[src/sv/b64se_pkg.sv]
// Shared types, constants and the alphabet function for the base64 stream encoder.
// No dependencies; every other file imports this package.
`default_nettype none

package b64se_pkg;

   // Depth of the group queue between front and back
   localparam int QUEUE_DEPTH = 2;
   localparam int QPTR_W      = (QUEUE_DEPTH > 1) ? $clog2(QUEUE_DEPTH) : 1;
   localparam int QCNT_W      = $clog2(QUEUE_DEPTH + 1);

   // Number of valid bytes in a group
   localparam logic [1:0] GRP_ONE   = 2'd1;
   localparam logic [1:0] GRP_TWO   = 2'd2;
   localparam logic [1:0] GRP_THREE = 2'd3;

   // Byte positions inside a group
   localparam logic [1:0] POS_FIRST  = 2'd0;
   localparam logic [1:0] POS_SECOND = 2'd1;
   localparam logic [1:0] POS_THIRD  = 2'd2;

   // Character slots of one encoded group
   localparam logic [1:0] SLOT_0 = 2'd0;
   localparam logic [1:0] SLOT_1 = 2'd1;
   localparam logic [1:0] SLOT_2 = 2'd2;
   localparam logic [1:0] SLOT_3 = 2'd3;

   // ASCII codes
   localparam logic [6:0] CH_UPPER_A = 7'h41;
   localparam logic [6:0] CH_LOWER_A = 7'h61;
   localparam logic [6:0] CH_DIGIT_0 = 7'h30;
   localparam logic [6:0] CH_PLUS    = 7'h2b;
   localparam logic [6:0] CH_SLASH   = 7'h2f;
   localparam logic [6:0] CH_PAD     = 7'h3d;

   // One group handed from front to back
   typedef struct packed {
      logic [7:0] byte0;
      logic [7:0] byte1;   // zero when absent
      logic [7:0] byte2;   // zero when absent
      logic [1:0] count;   // GRP_ONE, GRP_TWO or GRP_THREE
      logic       last;    // group ends the message
   } grp_type;

   // Queue status seen by the front and back
   typedef struct packed {
      logic full;
      logic empty;
   } qstat_type;

   // Map a 6-bit value onto the standard alphabet
   function automatic logic [6:0] b64_char(input logic [5:0] v);
      logic [6:0] c;
      if (v < 6'd26) begin
         c = CH_UPPER_A + {1'b0, v};
      end else if (v < 6'd52) begin
         c = CH_LOWER_A + {1'b0, v} - 7'd26;
      end else if (v < 6'd62) begin
         c = CH_DIGIT_0 + {1'b0, v} - 7'd52;
      end else if (v == 6'd62) begin
         c = CH_PLUS;
      end else begin
         c = CH_SLASH;
      end
      return c;
   endfunction

endpackage

`default_nettype wire

[src/sv/b64se_front.sv]
// Front end: accepts bytes, holds the partial group and pushes complete groups.
// Depends on b64se_pkg.
`default_nettype none

module b64se_front (
   input  wire                  clock,
   input  wire                  reset,
   input  wire                  req_valid,
   output logic                 req_ready,
   input  wire  [7:0]           req_data_byte,
   input  wire                  req_is_last,
   input  b64se_pkg::qstat_type q_stat,
   output logic                 push,
   output b64se_pkg::grp_type   push_grp
);
   import b64se_pkg::*;

   logic [1:0] pos_ff, pos_in;
   logic [7:0] held0_ff, held0_in;
   logic [7:0] held1_ff, held1_in;
   logic       accept;

   assign req_ready = !q_stat.full;
   assign accept    = req_valid && req_ready;

   // Classify the byte: hold it, or close the group
   always_comb begin
      pos_in   = pos_ff;
      held0_in = held0_ff;
      held1_in = held1_ff;
      push     = 1'b0;
      push_grp = '0;
      if (accept) begin
         unique case (pos_ff)
            POS_SECOND: begin
               if (req_is_last) begin
                  push           = 1'b1;
                  push_grp.byte0 = held0_ff;
                  push_grp.byte1 = req_data_byte;
                  push_grp.count = GRP_TWO;
                  push_grp.last  = 1'b1;
                  pos_in         = POS_FIRST;
               end else begin
                  held1_in = req_data_byte;
                  pos_in   = POS_THIRD;
               end
            end
            POS_THIRD: begin
               push           = 1'b1;
               push_grp.byte0 = held0_ff;
               push_grp.byte1 = held1_ff;
               push_grp.byte2 = req_data_byte;
               push_grp.count = GRP_THREE;
               push_grp.last  = req_is_last;
               pos_in         = POS_FIRST;
            end
            default: begin
               // first byte; an unused position counts as the first
               if (req_is_last) begin
                  push           = 1'b1;
                  push_grp.byte0 = req_data_byte;
                  push_grp.count = GRP_ONE;
                  push_grp.last  = 1'b1;
                  pos_in         = POS_FIRST;
               end else begin
                  held0_in = req_data_byte;
                  pos_in   = POS_SECOND;
               end
            end
         endcase
      end
   end

   // Advance position
   always_ff @(posedge clock) begin
      if (reset) begin
         pos_ff <= POS_FIRST;
      end else begin
         pos_ff <= pos_in;
      end
   end

   // Hold bytes of the open group
   always_ff @(posedge clock) begin
      held0_ff <= held0_in;
      held1_ff <= held1_in;
   end

endmodule

`default_nettype wire

[src/sv/b64se_queue.sv]
// Short queue of byte groups between front and back.
// Depends on b64se_pkg.
`default_nettype none

module b64se_queue (
   input  wire                  clock,
   input  wire                  reset,
   input  wire                  push,
   input  b64se_pkg::grp_type   push_grp,
   input  wire                  pop,
   output b64se_pkg::grp_type   head_grp,
   output b64se_pkg::qstat_type q_stat
);
   import b64se_pkg::*;

   grp_type            entry_ff [QUEUE_DEPTH];
   logic [QPTR_W-1:0]  wr_ptr_ff, wr_ptr_in;
   logic [QPTR_W-1:0]  rd_ptr_ff, rd_ptr_in;
   logic [QCNT_W-1:0]  cnt_ff, cnt_in;
   logic               do_push, do_pop;

   assign q_stat.full  = (cnt_ff == QCNT_W'(QUEUE_DEPTH));
   assign q_stat.empty = (cnt_ff == '0);
   assign do_push      = push && !q_stat.full;
   assign do_pop       = pop && !q_stat.empty;
   assign head_grp     = entry_ff[rd_ptr_ff];

   // Advance pointers and fill count
   always_comb begin
      wr_ptr_in = wr_ptr_ff;
      rd_ptr_in = rd_ptr_ff;
      cnt_in    = cnt_ff;
      if (do_push) begin
         wr_ptr_in = (wr_ptr_ff == QPTR_W'(QUEUE_DEPTH - 1)) ? '0 : wr_ptr_ff + 1'b1;
      end
      if (do_pop) begin
         rd_ptr_in = (rd_ptr_ff == QPTR_W'(QUEUE_DEPTH - 1)) ? '0 : rd_ptr_ff + 1'b1;
      end
      if (do_push && !do_pop) begin
         cnt_in = cnt_ff + 1'b1;
      end else if (do_pop && !do_push) begin
         cnt_in = cnt_ff - 1'b1;
      end
   end

   always_ff @(posedge clock) begin
      if (reset) begin
         wr_ptr_ff <= '0;
         rd_ptr_ff <= '0;
         cnt_ff    <= '0;
      end else begin
         wr_ptr_ff <= wr_ptr_in;
         rd_ptr_ff <= rd_ptr_in;
         cnt_ff    <= cnt_in;
      end
   end

   // Store pushed group
   always_ff @(posedge clock) begin
      if (do_push) begin
         entry_ff[wr_ptr_ff] <= push_grp;
      end
   end

endmodule

`default_nettype wire

[src/sv/b64se_back.sv]
// Back end: walks the head group one character per cycle into the output register, unless stalled.
// Depends on b64se_pkg.
`default_nettype none

module b64se_back (
   input  wire                  clock,
   input  wire                  reset,
   input  b64se_pkg::grp_type   head_grp,
   input  b64se_pkg::qstat_type q_stat,
   output logic                 pop,
   output logic                 rsp_valid,
   input  wire                  rsp_ready,
   output logic [6:0]           rsp_out_char,
   output logic                 rsp_out_last
);
   import b64se_pkg::*;

   logic [1:0] slot_ff, slot_in;
   logic       valid_ff, valid_in;
   logic [6:0] char_ff, char_in;
   logic       last_ff, last_in;
   logic       load;
   logic [5:0] sextet;
   logic       is_pad;

   assign rsp_valid    = valid_ff;
   assign rsp_out_char = char_ff;
   assign rsp_out_last = last_ff;
   assign load         = !valid_ff || rsp_ready;

   // Select the six bits and pad flag for the current slot
   always_comb begin
      sextet = '0;
      is_pad = 1'b0;
      unique case (slot_ff)
         SLOT_0: sextet = head_grp.byte0[7:2];
         SLOT_1: sextet = {head_grp.byte0[1:0], head_grp.byte1[7:4]};
         SLOT_2: begin
            sextet = {head_grp.byte1[3:0], head_grp.byte2[7:6]};
            is_pad = (head_grp.count == GRP_ONE);
         end
         SLOT_3: begin
            sextet = head_grp.byte2[5:0];
            is_pad = (head_grp.count != GRP_THREE);
         end
         default: sextet = '0;
      endcase
   end

   // Load next character when the output register frees up
   always_comb begin
      slot_in  = slot_ff;
      valid_in = valid_ff;
      char_in  = char_ff;
      last_in  = last_ff;
      pop      = 1'b0;
      if (load) begin
         valid_in = !q_stat.empty;
         if (!q_stat.empty) begin
            char_in = is_pad ? CH_PAD : b64_char(sextet);
            last_in = (slot_ff == SLOT_3) && head_grp.last;
            slot_in = slot_ff + 1'b1;
            pop     = (slot_ff == SLOT_3);
         end
      end
   end

   always_ff @(posedge clock) begin
      if (reset) begin
         slot_ff  <= SLOT_0;
         valid_ff <= 1'b0;
      end else begin
         slot_ff  <= slot_in;
         valid_ff <= valid_in;
      end
   end

   // Hold output payload
   always_ff @(posedge clock) begin
      char_ff <= char_in;
      last_ff <= last_in;
   end

endmodule

`default_nettype wire

[src/sv/base64_stream_encoder_unit.sv]
// Top level of the base64 stream encoder: front end, group queue and back end.
// Depends on b64se_pkg, b64se_front, b64se_queue and b64se_back.
`default_nettype none

// Base64 (standard alphabet, '=' padding) encoder for a byte stream. One byte
// enters per item with a last flag; every third byte, or a last byte, closes a
// group that yields four characters, padded with '=' when the message ends
// early, with rsp_out_last on the fourth character of the last group. Bytes
// are accepted one per cycle as long as the two-entry group queue has room.
// Characters leave one per cycle while rsp_ready is high, from a registered
// output stage, so the sustained input rate is three bytes per four characters,
// set by the single character slot of the back end. A closing byte is stored in
// the queue, and its first character is then registered in the output stage.
module base64_stream_encoder_unit (
   input  wire        clock,
   input  wire        reset,
   input  wire        req_valid,
   output logic       req_ready,
   input  wire  [7:0] req_data_byte,
   input  wire        req_is_last,
   output logic       rsp_valid,
   input  wire        rsp_ready,
   output logic [6:0] rsp_out_char,
   output logic       rsp_out_last
);
   import b64se_pkg::*;

   qstat_type q_stat;
   grp_type   push_grp;
   grp_type   head_grp;
   logic      push;
   logic      pop;

   b64se_front u_front (
      .clock         (clock),
      .reset         (reset),
      .req_valid     (req_valid),
      .req_ready     (req_ready),
      .req_data_byte (req_data_byte),
      .req_is_last   (req_is_last),
      .q_stat        (q_stat),
      .push          (push),
      .push_grp      (push_grp)
   );

   b64se_queue u_queue (
      .clock    (clock),
      .reset    (reset),
      .push     (push),
      .push_grp (push_grp),
      .pop      (pop),
      .head_grp (head_grp),
      .q_stat   (q_stat)
   );

   b64se_back u_back (
      .clock        (clock),
      .reset        (reset),
      .head_grp     (head_grp),
      .q_stat       (q_stat),
      .pop          (pop),
      .rsp_valid    (rsp_valid),
      .rsp_ready    (rsp_ready),
      .rsp_out_char (rsp_out_char),
      .rsp_out_last (rsp_out_last)
   );

endmodule

`default_nettype wire

[config.mk]
export PLATFORM = sky130hd
export DESIGN_NAME = base64_stream_encoder_unit
export DESIGN_NICKNAME = d
export VERILOG_FILES = /design/src/sv/b64se_pkg.sv /design/src/sv/b64se_front.sv /design/src/sv/b64se_queue.sv /design/src/sv/b64se_back.sv /design/src/sv/base64_stream_encoder_unit.sv
export SDC_FILE = /design/constraint.sdc
export NUM_CORES = 1
export LEC_CHECK = 0
export ABC_AREA = 1
export BUFFER_PORTS_ARGS = -buffer_cell sky130_fd_sc_hd__buf_2
export CORE_AREA = 2 2 95 97
export DETAILED_ROUTE_END_ITERATION = 10
export DIE_AREA = 0 0 97 99
export PLACE_DENSITY = 0.71
export SYNTH_ARGS = -nofsm -noshare
export SYNTH_HDL_FRONTEND = slang
export SYNTH_SLANG_ARGS = --single-unit
[constraint.sdc]
create_clock -name clock -period 2.4 [get_ports clock]
set_input_delay 0.24 -clock clock [delete_from_list [all_inputs] [get_ports clock]]
set_output_delay 0.24 -clock clock [all_outputs]
set_load 0.03 [all_outputs]
==> flow_summary.ini, run 1 <==
[final_layout]
layout.nets = 474
layout-drive-gt1-share = 0.1645
finalNonFillerCells = 564
final_area_um2 = 4629
diodes = 0
area_delta_synth_final_pct = 11.92

[run]
drv_cap = 0

[yosys]
syn_area_um2 = 4136
ys_warn_count = 0
ys_top_cells_by_area = edfxtp_1, nand2_1, dfxtp_1
synthDistinctLibCells = 34
synth-seq-cells = 88
yosysMostFrequentCell = nand2_1
async_flop_share = 0
seq_area_frac_synth = 0.6146
synth_edf_count = 78
synth_nets = 445
syn_area_per_cell_um2 = 9.802
synthTopCellsByCount = nand2_1, edfxtp_1, inv_1
yosysTopAreaCellShare = 0.5662
synth_area_leader_cell = edfxtp_1
synth_flop_cell = edfxtp_1
syn-instance-count = 422

[die]
initial_utilization = 0.4838
die_w_um = 97
design.portCount = 23
row_count = 34
die-area_um2 = 9603
coreArea_um2 = 8551
die_h_um = 99

[sta]
rsz0062_at_grt = no
clock_skew_ns = 0.005427
slew_violations = 0
relSlewSlack = 0.6115
period_minus_slack_ns = 2.173
hold_viol = 0
fmax_ghz = 0.4602
worst_slew_pin_slew_ns = 0.5805
tns_ns = 0
setup_violations = 0
min_period_over_period = 0.9054

[worst_setup_path]
reg2reg_depth = 14
r2r_start = u_back.slot_ff[1]
crit_path_top_delay_cell = dfxtp_2
cpLargestDelayFamily = buffers and inverters
worstSetupEndpointType = register
critPathMaxStageDelay_ns = 0.36
arrival_ns = 2.30
required_ns = 2.52
crit_fanout = 12
r2r_end = u_back.rsp_out_char[2]
critPathKind = register to register
path_buf_inv = 4
cpMostUsedCell = nand2_1
start_kind = register
path_cells = inv_1 > ha_1 > buf_4 > a21oi_1 > nand3_1 > nand2_1 > nand2_1 > nand2_1 > inv_1 > ha_1 > xnor2_1 > o21ai_1 > inv_1 > nand2_1
r2r_setup_slack_ns = 0.23
worstSetupStartpoint = u_back.slot_ff[1]

[power]
leakage_uw = 0.001754
p_per_area_nw_per_um2 = 845.1
ir_worst_vdd_uv = 402.9
total_power_uw = 3912

[global_route]
grt_pass1_vias = 2818
grt_use_total = 0.1817
grt_max_degree = 28
grt_first_pass_wirelength_mm = 13.58
grt.overflow.total = 0
antenna_found_initial = 0

[routing]
drt_pre_antenna_iters = 4
drcViolationCount = 0
wl_per_cell_um = 14.77
via_per_inst = 5.298
vias = 2988
drtIter0Drc = 227
ant_nets = 0
wirelength_mm = 8.329

[hold_path]
holdPathStages = 1
hp-class = primary input to register
min-delay-start = req_data_byte[5]
holdPathEnd = u_front.held1_ff[5]

[placed_design]
dpl.cell_count = 548
port_buffers = 22
gp_congestion = 0.8616
placed_area_um2 = 4387
dp_hpwl_mm = 5.924

[outcome]
status = finished, final reports clean

[cts]
ctsHoldBuffers = 0
root_buffer = clkbuf_8
clk_latency_ns = 0.35
clock_sinks = 88
cts_tree = done
path_clk_slew_ns = 0.09
clockBufferDepth = 2
numCtsBuffers = 9
cts_max_level = 3
==> power breakdown <==
part           internal, uW  switching [uW]  total [uW]
sequential             1800            32.3        1830
combinational           298             639         937
clock                   597             551        1150
total                  2690            1220        3910
==> through the flow <==
step	util	hold WS, ns	setup WS [ns]
floorplan	-	0.3389	0.1837
global placement	0.5130	0.4684	0.2215
detailed placement	0.5130	0.4791	0.1066
CTS	0.5395	0.1183	0.09352
global route	0.5414	0.1260	0.01908
finish	0.5414	0.1309	0.2271
==> worst max path at each step <==
| stage | slack [ns] | depth (start not counted) | endpoint |
|---|---|---|---|
| 3_5_place_dp | 0.11 | 10 | u_back.rsp_out_char[2] |
| 3_3_place_gp | 0.22 | 15 | u_back.rsp_out_char[2] |
| 5_1_grt | 0.02 | 14 | u_back.rsp_out_char[4] |
| 6_report | 0.23 | 14 | u_back.rsp_out_char[2] |
| 4_1_cts | 0.09 | 10 | u_back.rsp_out_char[2] |
| 2_1_floorplan | 0.18 | 6 | u_queue.entry_ff[1][0] |
==> flip-flops by register name (all words and copies together) (netlist names), named ones only <==
register / flops
u_queue.wr_ptr_ff: 1
u_back.rsp_out_char: 7
u_queue.rd_ptr_ff: 1
u_front.held1_ff: 8
u_front.pos_ff: 2
u_front.held0_ff: 8
u_back.rsp_out_last: 1
u_queue.entry_ff: 54
u_back.slot_ff: 2
u_queue.cnt_ff: 2
u_back.rsp_valid: 1
==> logic make-up after synthesis <==
| logic type | synth area share |
|---|---|
| and+or+nand+nor | 0.2217 |
| DFF | 0.6146 |
| AOI/OAI and AO/OA | 0.07320 |
| buffers and inverters | 0.05354 |
| adders and majority gates | 0.03025 |
| xor gates and xnor gates | 0.004235 |
| muxes | 0.002420 |
==> metal layers <==
metal	vias up	GRT usage	part of all wire
met5	-	0	0
met4	0	0.06284	0.017
met3	15	0.03901	0.047
met2	89	0.3024	0.48
met1	1406	0.2381	0.46
li1	1478	-	-
==> cell usage in the layout, fill, tap and decap left out, types with 3 or more instances in the layout <==
cell	n
nand2_1	139
edfxtp_1	78
inv_1	35
nand3_1	28
a21oi_1	24
nor2_1	22
buf_2	22
buf_4	11
o21ai_0	10
nand2_2	10
dfxtp_1	9
clkbuf_8	9
o22ai_1	7
ha_1	7
nand4_1	5
o211ai_1	3
nor2_2	3
a21oi_2	3
o21ai_1	3
ha_2	3
==> repair_timing <==
item                       CTS  global route
gates resized for setup      0             6
setup endpoints to repair    0             5
buffers inserted             0             0
==> final cells by class <==
type	count	area, um2
clock buffer	9	123.9
clock inverter	7	102.6
multi-input combinational	282	1389
inverter	37	142.6
fill	736	3921
timing repair buffer	33	192.7
tap	108	135.1
sequential	88	2544
No activity file was read; power rests on OpenSTA's default activity.
==> run 2, diff against run 1 <==
- BUFFER_PORTS_ARGS: -buffer_cell sky130_fd_sc_hd__buf_2 -> -buffer_cell sky130_fd_sc_hd__clkbuf_2
- CAP_MARGIN: unset -> 20
==> flow_summary.ini, run 2 (synthesized netlist as in run 1, its figures left out) <==
[global_route]
grt_max_degree = 28
grt_pass1_vias = 2852
grt.overflow.total = 0
grt_first_pass_wirelength_mm = 13.66
antenna_found_initial = 0
grt_use_total = 0.1807

[worst_setup_path]
r2r_setup_slack_ns = 0.21
critPathMaxStageDelay_ns = 0.39
cpMostUsedCell = nand2_1
path_buf_inv = 4
cpLargestDelayFamily = adder cells
path_depth = 14
reg2reg_depth = 14
required_ns = 2.52
worstSetupEndpointType = register
r2r_end = u_back.rsp_out_char[2]
r2r_start = u_back.slot_ff[1]
critPathKind = register to register
arrival_ns = 2.31
path_cells = inv_1 > ha_1 > buf_4 > a21oi_1 > nand3_1 > nand2_1 > nand2_1 > nand2_1 > inv_1 > ha_1 > xnor2_1 > o21ai_1 > inv_1 > nand2_1
critPathCapture = u_back.rsp_out_char[2]
crit_path_top_delay_cell = dfxtp_1
worstSetupStartpoint = u_back.slot_ff[1]
start_kind = register
crit_fanout = 12

[hold_path]
min-delay-start = req_data_byte[1]
hp-class = primary input to register

[routing]
via_per_inst = 5.242
ant_nets = 0
drtIter0Drc = 182
wirelength_mm = 8.281
wl_per_cell_um = 14.66
drcViolationCount = 0
drt_pre_antenna_iters = 4
vias = 2962

[power]
total_power_uw = 3762
ir_worst_vdd_uv = 379.6
p_per_area_nw_per_um2 = 818.3
leakage_uw = 0.001747

[sta]
relSlewSlack = 0.6166
post-route-worst-setup-slack_ns = 0.2067
rsz0062_at_grt = no
hold_viol = 0
fmax_ghz = 0.4559
worst_slew_pin_slew_ns = 0.5730
period_minus_slack_ns = 2.193
setup_violations = 0
clock_skew_ns = 0.009035
tns_ns = 0
min_period_over_period = 0.9139
slew_violations = 0

[cts]
ctsHoldBuffers = 0
clockBufferDepth = 2
path_clk_slew_ns = 0.09
clk_latency_ns = 0.35
clock_sinks = 88
cts_tree = done
cts_setup_buffers = 0
numCtsBuffers = 9
cts_max_level = 3
root_buffer = clkbuf_8

[placed_design]
port_buffers = 22
gp_congestion = 0.8541
dpl_worst_slack_ns = 0.1430
dp_hpwl_mm = 5.988
dpl.cell_count = 549

[final_layout]
layout_common_cells = nand2_1, edfxtp_1, inv_1
diodes = 0
largest_reg_flops = 54
reg_top3 = u_queue.entry_ff x54, u_front.held0_ff x8, u_front.held1_ff x8
area_delta_synth_final_pct = 11.16
layout.nets = 475
finalNonFillerCells = 565
top_register = u_queue.entry_ff
layout_commonest_cell = nand2_1
layout-drive-gt1-share = 0.1575

[die]
die_w_um = 97
die-area_um2 = 9603
initial_utilization = 0.4838
design.portCount = 23
row_count = 34
coreArea_um2 = 8551
die_h_um = 99

[outcome]
status = finished, final reports clean

[run]
drv_cap = 0
[run 2: how the worst min path moves through the flow]
stage                                endpoint  slack, ns  depth (start not counted)
after global placement               register       0.47                          2
final                     u_front.held0_ff[1]       0.15                          1
after CTS                 u_front.held1_ff[1]       0.14                          1
after global routing      u_front.held1_ff[1]       0.14                          1
after floorplan           u_front.held0_ff[0]       0.34                          0
after detailed placement    u_front.pos_ff[1]       0.48                          2
[run 2: repair_timing]
action,in CTS,in global routing
setup endpoints to repair,0,4
resized for setup,0,3
endpoints found under the hold margin,0,0
[run 2: final cells by class]
| class | count | area (um2) |
|---|---|---|
| inverter | 37 | 142.6 |
| timing repair buffer | 34 | 200.2 |
| tap | 108 | 135.1 |
| clock inverter | 7 | 71.32 |
| fill | 737 | 3953 |
| sequential | 88 | 2542 |
| clock buffer | 9 | 123.9 |
| multi-input combinational | 282 | 1383 |
[run 2: layer usage]
layer	global-route usage	vias to the layer above	part of all wire
li1	-	1478	-
met1	0.2269	1377	0.43
met2	0.3088	93	0.48
met3	0.04184	14	0.066
met4	0.06392	0	0.021
met5	0	-	0
[run 2: metrics by stage]
| stage | hold slack (ns) | cell area (um2) | util |
|---|---|---|---|
| floorplan | 0.3389 | 4141 | - |
| global placement | 0.4691 | 4394 | 0.5139 |
| detailed placement | 0.4797 | 4394 | 0.5139 |
| CTS | 0.1359 | 4589 | 0.5367 |
| global route | 0.1372 | 4598 | 0.5378 |
| finish | 0.1500 | 4598 | 0.5378 |
[run 2: power by group]
group          internal [uW]  switching [uW]  total, uW
Clock                    481             537       1020
Sequential              1790            32.5       1830
Combinational            291             626        917
Total                   2570            1200       3760
==> run 3, diff against run 2 <==
- PLACE_DENSITY: 0.71 -> 0.69
- clock period: 2.4 -> 2.25 ns (I/O delays scaled with it)
==> flow_summary.ini, run 3 (synthesized netlist as in run 1, its figures left out) <==
[routing]
met1_length_mm = 3.706
via_per_inst = 5.253
drtIter0Drc = 158
wl_met2_mm = 4.429
route.met3.wl_um = 382
ant_nets = 0
wl_per_cell_um = 15.16
drt_pre_antenna_iters = 4
vias = 3005
wirelength_mm = 8.672
dr.max_layer_used = met4
drcViolationCount = 0

[placed_design]
dp_hpwl_mm = 6.217
port_buffers = 22
placed_area_um2 = 4432
dpl.cell_count = 554
gp_congestion = 0.8329

[die]
initial_utilization = 0.4838
design.portCount = 23
die_h_um = 99
row_count = 34
coreArea_um2 = 8551
die_w_um = 97
die-area_um2 = 9603

[worst_setup_path]
arrival_ns = 2.26
reg2reg_depth = 11
critPathMaxStageDelay_ns = 0.38
path_cells = inv_2 > ha_2 > buf_4 > nand3_1 > nand2_2 > inv_1 > ha_1 > xnor2_2 > o21ai_1 > inv_1 > nand2_1
r2r_setup_slack_ns = 0.11
crit_path_top_delay_cell = dfxtp_4
r2r_end = u_back.rsp_out_char[2]
critPathCapture = u_back.rsp_out_char[2]
critPathKind = register to register
start_kind = register
cpMostUsedCell = inv_1
worstSetupEndpointType = register
crit_fanout = 11
r2r_start = u_back.slot_ff[0]
required_ns = 2.37
worstSetupStartpoint = u_back.slot_ff[0]

[cts]
ctsHoldBuffers = 0
clockBufferDepth = 2
cts_tree = done
clock_sinks = 88
root_buffer = clkbuf_8
cts_max_level = 3
path_clk_slew_ns = 0.09
numCtsBuffers = 9
clk_latency_ns = 0.36

[power]
p_per_area_nw_per_um2 = 890.5
ir_worst_vdd_uv = 481.2
total_power_uw = 4209
leakage_uw = 0.001803

[sta]
clock_skew_ns = 0.01218
slew_violations = 0
rsz0062_at_grt = no
fmax_ghz = 0.4665
period_minus_slack_ns = 2.144
worst_slew_pin_slew_ns = 0.5640
tns_ns = 0
hold_viol = 0
setup_violations = 0
min_period_over_period = 0.9528
relSlewSlack = 0.6226

[final_layout]
layout_common_cells = nand2_1, edfxtp_1, inv_1
largest_reg_flops = 54
reg_top3 = u_queue.entry_ff x54, u_front.held0_ff x8, u_front.held1_ff x8
final_area_um2 = 4727
diodes = 0
layout-drive-gt1-share = 0.1875
top_register = u_queue.entry_ff
area_delta_synth_final_pct = 14.28
layout_commonest_cell = nand2_1
finalNonFillerCells = 572
layout.nets = 482

[global_route]
grt_max_degree = 28
grt.overflow.total = 0
grt_use_total = 0.1869
grt_first_pass_wirelength_mm = 13.88
grt_pass1_vias = 2818
antenna_found_initial = 0

[hold_path]
hp-class = primary input to register

[outcome]
status = finished, final reports clean

[run]
drv_cap = 0
-- run 3: worst min path at each step --
stage                          end  cells past startpoint              start
5_1_grt        u_front.held1_ff[0]                      1   req_data_byte[0]
2_1_floorplan  u_front.held0_ff[0]                      0   req_data_byte[0]
3_5_place_dp     u_front.pos_ff[1]                      2  u_front.pos_ff[1]
6_report       u_front.held1_ff[0]                      1   req_data_byte[0]
4_1_cts        u_front.held1_ff[0]                      1   req_data_byte[0]
3_3_place_gp     u_queue.rd_ptr_ff                      2  u_queue.rd_ptr_ff
-- run 3: stage by stage --
stage,util,setup WS (ns),hold slack (ns)
final,0.5528,0.1062,0.1356
after global routing,0.5528,0.003169,0.1363
after CTS,0.5458,0.04934,0.1242
after detailed placement,0.5183,-0.1043,0.4826
after global placement,0.5183,0.002540,0.4717
after floorplan,-,0.03371,0.3239
-- run 3: power by group --
part	internal, uW	leakage, uW	switching, uW	total (uW)
clock	627	0.000105	564	1190
sequential	1920	0.000817	42.6	1960
combinational	354	0.000881	704	1060
total	2900	0.00180	1310	4210
-- run 3: routing by layer --
| metal | vias to the layer above | GRT usage |
|---|---|---|
| li1 | 1499 | - |
| met1 | 1414 | 0.2383 |
| met2 | 78 | 0.3184 |
| met3 | 14 | 0.02979 |
| met4 | 0 | 0.08017 |
| met5 | - | 0 |
-- run 3: what timing repair did --
action,in CTS,in global routing
resized for setup,5,11
setup endpoints to repair,2,5
buffers inserted,0,2
endpoints found under the hold margin,0,0
-- run 3: area by class of cell --
cell class | instances | area, um2
Tap cell | 108 | 135.1
Fill cell | 722 | 3824
Clock buffer | 9 | 123.9
Inverter | 37 | 142.6
Sequential cell | 88 | 2550
Timing Repair Buffer | 41 | 252.7
Multi-Input combinational cell | 282 | 1428
Clock inverter | 7 | 95.09
-- run 3: worst max-delay path, delay by kind of cell (launching register included) --
kind,cells,cell delay [ns]
adders and majority gates,2,0.46
AOI/OAI and AO/OA,1,0.09
xor gates and xnor gates,1,0.21
buffers and inverters,4,0.43
DFF,1,0.38
and+or+nand+nor,3,0.33
